## config.mk

```make
export PLATFORM = sky130hd
export DESIGN_NAME = epoch_seconds_to_calendar
export DESIGN_NICKNAME = d
export VERILOG_FILES = /design/src/sv/esc_pkg.sv /design/src/sv/epoch_seconds_to_calendar.sv /design/src/sv/esc_front.sv /design/src/sv/esc_queue.sv /design/src/sv/esc_back.sv
export SDC_FILE = /design/constraint.sdc
export NUM_CORES = 2
export LEC_CHECK = 0
export ABC_AREA = 1
export BUFFER_PORTS_ARGS = -buffer_cell sky130_fd_sc_hd__buf_2
export CORE_MARGIN = 2
export CORE_UTILIZATION = 40
export CTS_CLUSTER_SIZE = 40
export DETAILED_ROUTE_END_ITERATION = 6
export SYNTH_ARGS = -nofsm -noshare
export SYNTH_HDL_FRONTEND = slang
export SYNTH_SLANG_ARGS = --single-unit
```

## constraint.sdc

```tcl
create_clock -name clk -period 10.9 [get_ports clk]
set_input_delay 1.635 -clock clk [delete_from_list [all_inputs] [get_ports clk]]
set_output_delay 1.635 -clock clk [all_outputs]
set_load 0.03 [all_outputs]
```

## src/sv/esc_pkg.sv

```systemverilog
package esc_pkg;

    localparam int unsigned ZoneW = 17;
    localparam logic [ZoneW-1:0] ZONE_RESET = 17'd3600;

    localparam int unsigned QueueDepth = 2;

    // exact reciprocals: floor(x/d) = (x*ceil(2^k/d)) >> k for the stated x range
    localparam longint unsigned DayMulL  = ((64'd1 << 35) + 64'd674) / 64'd675;
    localparam longint unsigned HourMulL = ((64'd1 << 29) + 64'd3599) / 64'd3600;
    localparam longint unsigned MinMulL  = ((64'd1 << 23) + 64'd59) / 64'd60;
    localparam longint unsigned BMulL    = ((64'd1 << 42) + 64'd146096) / 64'd146097;
    localparam longint unsigned DMulL    = ((64'd1 << 31) + 64'd1460) / 64'd1461;
    localparam longint unsigned MMulL    = ((64'd1 << 19) + 64'd152) / 64'd153;
    localparam longint unsigned WMulL    = ((64'd1 << 19) + 64'd6) / 64'd7;

    localparam logic [25:0] DAY_MUL  = 26'(DayMulL);
    localparam logic [17:0] HOUR_MUL = 18'(HourMulL);
    localparam logic [17:0] MIN_MUL  = 18'(MinMulL);
    localparam logic [24:0] B_MUL    = 25'(BMulL);
    localparam logic [20:0] D_MUL    = 21'(DMulL);
    localparam logic [11:0] M_MUL    = 12'(MMulL);
    localparam logic [16:0] W_MUL    = 17'(WMulL);

    localparam logic [21:0] A_OFFSET   = 22'd2472632; // epoch jdn plus 32044
    localparam logic [15:0] DOW_OFFSET = 16'd3;       // epoch jdn mod 7
    localparam logic [15:0] YEAR_BASE  = 16'd4800;

    typedef struct packed {
        logic [4:0] hour_num;
        logic [5:0] minute_num;
        logic [5:0] second_num;
        logic [2:0] day_of_week;
    } tod_t;

    // (153*m + 2) / 5 for the shifted month m
    function automatic logic [8:0] month_start(input logic [3:0] m);
        logic [8:0] r;
        case (m)
            4'd0:    r = 9'd0;
            4'd1:    r = 9'd31;
            4'd2:    r = 9'd61;
            4'd3:    r = 9'd92;
            4'd4:    r = 9'd122;
            4'd5:    r = 9'd153;
            4'd6:    r = 9'd184;
            4'd7:    r = 9'd214;
            4'd8:    r = 9'd245;
            4'd9:    r = 9'd275;
            4'd10:   r = 9'd306;
            4'd11:   r = 9'd337;
            default: r = 9'd0;
        endcase
        return r;
    endfunction

endpackage

```

## src/sv/epoch_seconds_to_calendar.sv

```systemverilog
// unix timestamp to gregorian calendar converter. each input beat carries a 32-bit
// unix second count; the zone offset register (signed 17 bits, reset 3600) is
// subtracted modulo 2^32 and one output beat gives year, month, day of month, day of
// week (0 monday) and hour/minute/second. one beat is taken every clock cycle when
// the output side keeps up. an accepted beat passes the front register, the queue and
// the back pipeline, whose depth is set by its chain of constant divisions done as
// reciprocal multiplies. the back pipeline holds as a whole while its last stage
// waits, and the two-entry queue absorbs the front's in-flight beat. the zone
// offset may be written at any time when the block is idle; cfg_ready is always high
module epoch_seconds_to_calendar (
    input  logic                      clk,
    input  logic                      rst_n,
    // configuration channel
    input  logic                      cfg_valid,
    output logic                      cfg_ready,
    input  logic [esc_pkg::ZoneW-1:0] zone_offset_seconds,
    // input channel
    input  logic                      in_valid,
    output logic                      in_ready,
    input  logic [31:0]               unix_seconds,
    // output channel
    output logic                      out_valid,
    input  logic                      out_ready,
    output logic [11:0]               year_full,
    output logic [3:0]                month_num,
    output logic [4:0]                day_of_month,
    output logic [2:0]                day_of_week,
    output logic [4:0]                hour_num,
    output logic [5:0]                minute_num,
    output logic [5:0]                second_num
);

    // front to queue
    logic        push_valid;
    logic        push_ready;
    logic [31:0] push_secs;
    // queue to back
    logic        pop_valid;
    logic        pop_ready;
    logic [31:0] pop_secs;

    // front: holds the zone offset and forms local seconds
    esc_front u_front (
        .clk                 (clk),
        .rst_n               (rst_n),
        .cfg_valid           (cfg_valid),
        .cfg_ready           (cfg_ready),
        .zone_offset_seconds (zone_offset_seconds),
        .in_valid            (in_valid),
        .in_ready            (in_ready),
        .unix_seconds        (unix_seconds),
        .push_valid          (push_valid),
        .push_ready          (push_ready),
        .push_secs           (push_secs)
    );

    // short queue so the front keeps taking beats while the back holds
    esc_queue u_queue (
        .clk        (clk),
        .rst_n      (rst_n),
        .push_valid (push_valid),
        .push_ready (push_ready),
        .push_secs  (push_secs),
        .pop_valid  (pop_valid),
        .pop_ready  (pop_ready),
        .pop_secs   (pop_secs)
    );

    // back: day split, time of day and julian-day calendar conversion
    esc_back u_back (
        .clk          (clk),
        .rst_n        (rst_n),
        .pop_valid    (pop_valid),
        .pop_ready    (pop_ready),
        .pop_secs     (pop_secs),
        .out_valid    (out_valid),
        .out_ready    (out_ready),
        .year_full    (year_full),
        .month_num    (month_num),
        .day_of_month (day_of_month),
        .day_of_week  (day_of_week),
        .hour_num     (hour_num),
        .minute_num   (minute_num),
        .second_num   (second_num)
    );

endmodule

```

## src/sv/esc_front.sv

```systemverilog
module esc_front (
    input  logic                          clk,
    input  logic                          rst_n,
    input  logic                          cfg_valid,
    output logic                          cfg_ready,
    input  logic [esc_pkg::ZoneW-1:0]     zone_offset_seconds,
    input  logic                          in_valid,
    output logic                          in_ready,
    input  logic [31:0]                   unix_seconds,
    output logic                          push_valid,
    input  logic                          push_ready,
    output logic [31:0]                   push_secs
);

    logic [esc_pkg::ZoneW-1:0] zone_reg;
    logic                      valid_reg;
    logic [31:0]               secs_reg;
    logic [31:0]               secs_next;

    assign cfg_ready  = 1'b1;
    assign in_ready   = !valid_reg || push_ready;
    assign push_valid = valid_reg;
    assign push_secs  = secs_reg;

    // local time, wraps modulo 2^32
    assign secs_next = unix_seconds - {{(32-esc_pkg::ZoneW){zone_reg[esc_pkg::ZoneW-1]}}, zone_reg};

    always_ff @(posedge clk or negedge rst_n)
    begin
        if (!rst_n)
        begin
            zone_reg  <= esc_pkg::ZONE_RESET;
            valid_reg <= 1'b0;
        end
        else
        begin
            if (cfg_valid)
            begin
                zone_reg <= zone_offset_seconds;
            end
            if (in_ready)
            begin
                valid_reg <= in_valid;
            end
        end
    end

    always_ff @(posedge clk)
    begin
        if (in_valid && in_ready)
        begin
            secs_reg <= secs_next;
        end
    end

endmodule

```

## src/sv/esc_queue.sv

```systemverilog
module esc_queue (
    input  logic        clk,
    input  logic        rst_n,
    input  logic        push_valid,
    output logic        push_ready,
    input  logic [31:0] push_secs,
    output logic        pop_valid,
    input  logic        pop_ready,
    output logic [31:0] pop_secs
);

    localparam int unsigned PtrW = $clog2(esc_pkg::QueueDepth);

    logic [31:0]     mem_reg [esc_pkg::QueueDepth];
    logic [PtrW-1:0] wr_ptr_reg;
    logic [PtrW-1:0] rd_ptr_reg;
    logic [PtrW:0]   count_reg;
    logic            do_push;
    logic            do_pop;

    assign push_ready = count_reg != (PtrW+1)'(esc_pkg::QueueDepth);
    assign pop_valid  = count_reg != '0;
    assign pop_secs   = mem_reg[rd_ptr_reg];
    assign do_push    = push_valid && push_ready;
    assign do_pop     = pop_valid && pop_ready;

    always_ff @(posedge clk or negedge rst_n)
    begin
        if (!rst_n)
        begin
            wr_ptr_reg <= '0;
            rd_ptr_reg <= '0;
            count_reg  <= '0;
        end
        else
        begin
            if (do_push)
            begin
                wr_ptr_reg <= wr_ptr_reg + 1'b1;
            end
            if (do_pop)
            begin
                rd_ptr_reg <= rd_ptr_reg + 1'b1;
            end
            if (do_push && !do_pop)
            begin
                count_reg <= count_reg + 1'b1;
            end
            else if (do_pop && !do_push)
            begin
                count_reg <= count_reg - 1'b1;
            end
        end
    end

    always_ff @(posedge clk)
    begin
        if (do_push)
        begin
            mem_reg[wr_ptr_reg] <= push_secs;
        end
    end

endmodule

```

## src/sv/esc_back.sv

```systemverilog
module esc_back (
    input  logic        clk,
    input  logic        rst_n,
    input  logic        pop_valid,
    output logic        pop_ready,
    input  logic [31:0] pop_secs,
    output logic        out_valid,
    input  logic        out_ready,
    output logic [11:0] year_full,
    output logic [3:0]  month_num,
    output logic [4:0]  day_of_month,
    output logic [2:0]  day_of_week,
    output logic [4:0]  hour_num,
    output logic [5:0]  minute_num,
    output logic [5:0]  second_num
);

    localparam int unsigned Stages = 8;

    logic [Stages-1:0] v_reg;
    logic              en;

    // stage registers
    logic [31:0] s1_t_reg;
    logic [15:0] s1_days_reg;
    logic [16:0] s2_sod_reg;
    logic [21:0] s2_a_reg;
    logic [15:0] s2_dw_reg;
    logic [16:0] s3_sod_reg;
    logic [21:0] s3_a_reg;
    logic [15:0] s3_dw_reg;
    logic [4:0]  s3_hour_reg;
    logic [10:0] s3_mt_reg;
    logic [6:0]  s3_b_reg;
    logic [13:0] s3_q7_reg;
    esc_pkg::tod_t s4_tod_reg, s5_tod_reg, s6_tod_reg, s7_tod_reg, s8_tod_reg;
    logic [6:0]  s4_b_reg, s5_b_reg, s6_b_reg, s7_b_reg;
    logic [17:0] s4_c_reg, s5_c_reg;
    logic [9:0]  s5_d_reg, s6_d_reg, s7_d_reg;
    logic [8:0]  s6_e_reg, s7_e_reg;
    logic [3:0]  s7_m_reg;
    logic [11:0] s8_year_reg;
    logic [3:0]  s8_month_reg;
    logic [4:0]  s8_mday_reg;

    // next values
    logic [50:0] day_prod;
    logic [15:0] s1_days_next;
    logic [32:0] sod_prod;
    logic [16:0] s2_sod_next;
    logic [34:0] hour_prod;
    logic [34:0] min_prod;
    logic [48:0] b_prod;
    logic [32:0] w_prod;
    logic [16:0] sec_prod;
    logic [10:0] mh_prod;
    logic [24:0] cb_prod;
    logic [22:0] c_diff;
    logic [15:0] w_diff;
    esc_pkg::tod_t s4_tod_next;
    logic [40:0] d_prod;
    logic [20:0] ed_prod;
    logic [18:0] e_diff;
    logic [10:0] m_in;
    logic [22:0] m_prod;
    logic [8:0]  mday_diff;
    logic [15:0] year_sum;
    logic        wrap;

    assign en        = !v_reg[Stages-1] || out_ready;
    assign pop_ready = en;

    always_comb
    begin
        // days = floor(t / 86400) = floor((t >> 7) / 675)
        day_prod     = 51'(pop_secs[31:7]) * 51'(esc_pkg::DAY_MUL);
        s1_days_next = day_prod[50:35];
        sod_prod     = 33'(s1_days_reg) * 33'd86400;
        s2_sod_next  = s1_t_reg[16:0] - sod_prod[16:0];
        hour_prod    = 35'(s2_sod_reg) * 35'(esc_pkg::HOUR_MUL);
        min_prod     = 35'(s2_sod_reg) * 35'(esc_pkg::MIN_MUL);
        b_prod       = 49'({s2_a_reg, 2'b11}) * 49'(esc_pkg::B_MUL);
        w_prod       = 33'(s2_dw_reg) * 33'(esc_pkg::W_MUL);
        sec_prod     = 17'(s3_mt_reg) * 17'd60;
        mh_prod      = 11'(s3_hour_reg) * 11'd60;
        cb_prod      = 25'(s3_b_reg) * 25'd146097;
        c_diff       = 23'(s3_a_reg) - cb_prod[24:2];
        w_diff       = s3_dw_reg - 16'(s3_q7_reg) * 16'd7;
        s4_tod_next.hour_num    = s3_hour_reg;
        s4_tod_next.minute_num  = 6'(s3_mt_reg - mh_prod);
        s4_tod_next.second_num  = 6'(s3_sod_reg - sec_prod);
        s4_tod_next.day_of_week = w_diff[2:0];
        d_prod       = 41'({s4_c_reg, 2'b11}) * 41'(esc_pkg::D_MUL);
        ed_prod      = 21'(s5_d_reg) * 21'd1461;
        e_diff       = 19'(s5_c_reg) - 19'(ed_prod[20:2]);
        m_in         = 11'(s6_e_reg) * 11'd5 + 11'd2;
        m_prod       = 23'(m_in) * 23'(esc_pkg::M_MUL);
        // shifted months ten and eleven are january and february of the next year
        wrap         = s7_m_reg >= 4'd10;
        mday_diff    = s7_e_reg - esc_pkg::month_start(s7_m_reg) + 9'd1;
        year_sum     = 16'(s7_b_reg) * 16'd100 + 16'(s7_d_reg) + 16'(wrap)
                       - esc_pkg::YEAR_BASE;
    end

    always_ff @(posedge clk or negedge rst_n)
    begin
        if (!rst_n)
        begin
            v_reg <= '0;
        end
        else if (en)
        begin
            v_reg <= {v_reg[Stages-2:0], pop_valid};
        end
    end

    always_ff @(posedge clk)
    begin
        if (en)
        begin
            s1_t_reg     <= pop_secs;
            s1_days_reg  <= s1_days_next;
            s2_sod_reg   <= s2_sod_next;
            s2_a_reg     <= 22'(s1_days_reg) + esc_pkg::A_OFFSET;
            s2_dw_reg    <= s1_days_reg + esc_pkg::DOW_OFFSET;
            s3_sod_reg   <= s2_sod_reg;
            s3_a_reg     <= s2_a_reg;
            s3_dw_reg    <= s2_dw_reg;
            s3_hour_reg  <= hour_prod[33:29];
            s3_mt_reg    <= min_prod[33:23];
            s3_b_reg     <= b_prod[48:42];
            s3_q7_reg    <= w_prod[32:19];
            s4_tod_reg   <= s4_tod_next;
            s4_b_reg     <= s3_b_reg;
            s4_c_reg     <= c_diff[17:0];
            s5_tod_reg   <= s4_tod_reg;
            s5_b_reg     <= s4_b_reg;
            s5_c_reg     <= s4_c_reg;
            s5_d_reg     <= d_prod[40:31];
            s6_tod_reg   <= s5_tod_reg;
            s6_b_reg     <= s5_b_reg;
            s6_d_reg     <= s5_d_reg;
            s6_e_reg     <= e_diff[8:0];
            s7_tod_reg   <= s6_tod_reg;
            s7_b_reg     <= s6_b_reg;
            s7_d_reg     <= s6_d_reg;
            s7_e_reg     <= s6_e_reg;
            s7_m_reg     <= m_prod[22:19];
            s8_tod_reg   <= s7_tod_reg;
            s8_year_reg  <= year_sum[11:0];
            s8_month_reg <= wrap ? s7_m_reg - 4'd9 : s7_m_reg + 4'd3;
            s8_mday_reg  <= mday_diff[4:0];
        end
    end

    assign out_valid    = v_reg[Stages-1];
    assign year_full    = s8_year_reg;
    assign month_num    = s8_month_reg;
    assign day_of_month = s8_mday_reg;
    assign day_of_week  = s8_tod_reg.day_of_week;
    assign hour_num     = s8_tod_reg.hour_num;
    assign minute_num   = s8_tod_reg.minute_num;
    assign second_num   = s8_tod_reg.second_num;

endmodule

```

==> run metrics <==
Worst setup EP type=flip-flop; Clock Path Buffers=3; gr usage total=0.1951; area delta synth->final=8.280%; Clock Sinks=487; RSZ-0062 raised after global routing=no; via/cell ratio=4.965; crit path launch=u_queue.rd_ptr_reg$_DFFE_PN0P_; cts bufs inserted=61; largest net degree at the start of global routing=104; mean area per synthesized cell=9.747 µm²; num rows=145; slowest CP cell=fa_1; CP Launch Type=flip-flop; Seq/Total Area, Yosys=0.2296; Setup Viol. Count Final=0; Placer Congestion=0.9363; register clock-pin slew on the reported worst setup and hold paths=0.06 ns; CTS tree=yes; drt initial violations=2,352; Tcrit/Tclk final=0.6931; post-synth net total=8,507; post-synthesis cell type count=60; # hold bufs at CTS=0; H-Tree Level Count=2; Rel. slew slack=0.2007; Syn Inst Count=6,448; Core Region=0.1562 mm²; global route overflow=0; run status=finished, final reports clean; WL final=153.6 mm; register bit total from synthesis=487; drc violations=0; share of post-route cells with drive strength above 1=0.04654; cell chosen for the clock root=clkbuf_16; worst-margin pin slew=1.198 ns; Layout fillers=15,110; total placed cells including tap cells=8,604; R2R cell count=28; CTS-repair resized insts=0; reg2reg end=u_back.s1_days_reg[8]$_DFFE_PN_; FMAX=132.4 MHz; synthesized cell area=0.06285 mm²; Non-Filler Instances=8,721; initial core utilization=0.4023; YS warnings=0; die outline area=0.1603 mm²; fin crit period=7.555 ns; IO buf count=96; Worst Hold Class=reg2reg; die width=400.4 µm; Final nets=8,668; CP max stage delay=0.54 ns; required time worst endpoint=11.34 ns; Final TNS setup=0 ns; Pre-antenna DRT Iters=5; first-pass GRT wire length=248.7 mm; number of synthesized flops with an enable pin=452; Slew Limit Fails=0; Ports=98; chip height=400.4 µm; r2r startpoint=u_queue.rd_ptr_reg$_DFFE_PN0P_; Final Hold Vio Count=0; estimated wirelength of the detail-placed design=132.1 mm; max FFs per register=64; crit-path max FO=35; R2R setup slack=3.35 ns; Clock Latency Late Sink=0.69 ns; Critical Path AT=7.99 ns; Setup Skew=0.02704 ns; CP dominant cell by count=inv_1; Via Count=43,300; drt wl/cell=17.61 µm; antenna-violating nets left=0; hold path cells=0; asr flop ratio synth=0.06160; top_reg_cell synth=edfxtp_1; maxcap violations=0; Setup Fix Bufs, Post-CTS=0; HP Start=u_back.s4_b_reg[3]$_DFFE_PN_; WHS Endpoint=u_back.s5_b_reg[3]$_DFFE_PN_; vias in the first global route=45,990; crit path kind=reg2reg; initial antenna violation count=1
-- cells in the final DEF, fill, tap and decap left out, types with 15 or more instances in the layout --
cell type	instances
inv_1	1539
ha_1	1304
nand2_1	781
fa_1	701
edfxtp_1	452
a21oi_1	313
nor2_1	309
o21ai_0	219
nand3_1	160
xor2_1	146
buf_2	96
xnor2_1	79
clkbuf_16	61
nand4_1	54
nor3_1	51
a21o_1	44
a31oi_1	33
or2_2	27
dfrtp_1	26
nor4_1	21
o21bai_1	19
nand2_2	16
buf_4	15
-- layout make-up --
type	count	area, µm²	share of cell area
Clock inverter	47	525.5	0.007722
Clock buffer	68	1553	0.02282
Sequential cell	487	14430	0.2120
Timing Repair Buffer	111	593.1	0.008715
Tap cell	2058	2575	0.03784
Inverter	1544	5804	0.08529
Antenna cell	2	5.005	0.00007354
Multi-Input combinational cell	4404	42570	0.6255
-- worst max-delay path by stage --
stage | to | slack (ns) | cells past startpoint
final | u_back.s1_days_reg[8]$_DFFE_PN_ | 3.35 | 28
after global routing | u_back.s1_days_reg[14]$_DFFE_PN_ | 2.73 | 27
after CTS | u_back.s1_days_reg[8]$_DFFE_PN_ | 3.31 | 28
after detailed placement | u_back.s1_days_reg[8]$_DFFE_PN_ | 3.34 | 28
after global placement | u_back.s1_days_reg[6]$_DFFE_PN_ | 3.35 | 28
after floorplan | flip-flop | 3.11 | 11
-- stage by stage --
stage                     worst slack [ns]  area (µm²)  hold WS (ns)  utilization
after global placement               3.350       65970        0.4011       0.4223
after global routing                 2.732       68050        0.4199       0.4356
after CTS                            3.310       68050        0.4062       0.4356
final                                3.345       68050        0.4069       0.4357
after detailed placement             3.341       65970        0.4045       0.4223
after floorplan                      3.113       62850        0.4003            -
-- critical path: cells and delay by family (launching register included) --
kind | cells | cell delay, ns
DFF | 1 | 0.33
and+or+nand+nor | 8 | 1.38
buffers and inverters | 11 | 1.56
AOI/OAI and AO/OA | 1 | 0.25
adders and majority gates | 8 | 3.77
-- synthesized netlist by cell type (all sizes together), types with 27 or more instances --
cell / instances / area [µm²]
or2: 27 / 168.9
inv: 1543 / 5792
ha: 1304 / 16320
nor3: 55 / 295.3
a21oi: 316 / 1593
fa: 701 / 14030
a21o: 44 / 330.3
xnor2: 79 / 691.9
nand2: 799 / 3054
nand3: 171 / 910.9
edfxtp: 452 / 13570
o21ai: 230 / 1177
nand4: 54 / 337.8
xor2: 147 / 1295
nor2: 322 / 1246
a31oi: 33 / 206.5
-- logic make-up (layout without fill, tap and decap cells) --
| logic type | Yosys count | in the layout | share of synthesized area |
|---|---|---|---|
| adders and majority gates | 2005 | 2005 | 0.4829 |
| buffers and inverters | 1557 | 1770 | 0.09319 |
| and+or+nand+nor | 1466 | 1466 | 0.09974 |
| AOI/OAI and AO/OA | 705 | 705 | 0.06273 |
| DFF | 487 | 487 | 0.2296 |
| xor gates and xnor gates | 226 | 226 | 0.03161 |
| other | 1 | 3 | 0.00005967 |
| muxes | 1 | 1 | 0.0001792 |
-- routing by layer --
layer / up-vias / share of wire / track usage
met1: 21240 / 0.46 / 0.2639
met5: - / 0 / 0
met2: 693 / 0.48 / 0.3368
li1: 21190 / - / -
met4: 0 / 0.026 / 0.04924
met3: 169 / 0.031 / 0.01679
Power is left out: the tool's default activity adds up to more than one toggle a clock period on the data nets, which glitch-free logic cannot reach.
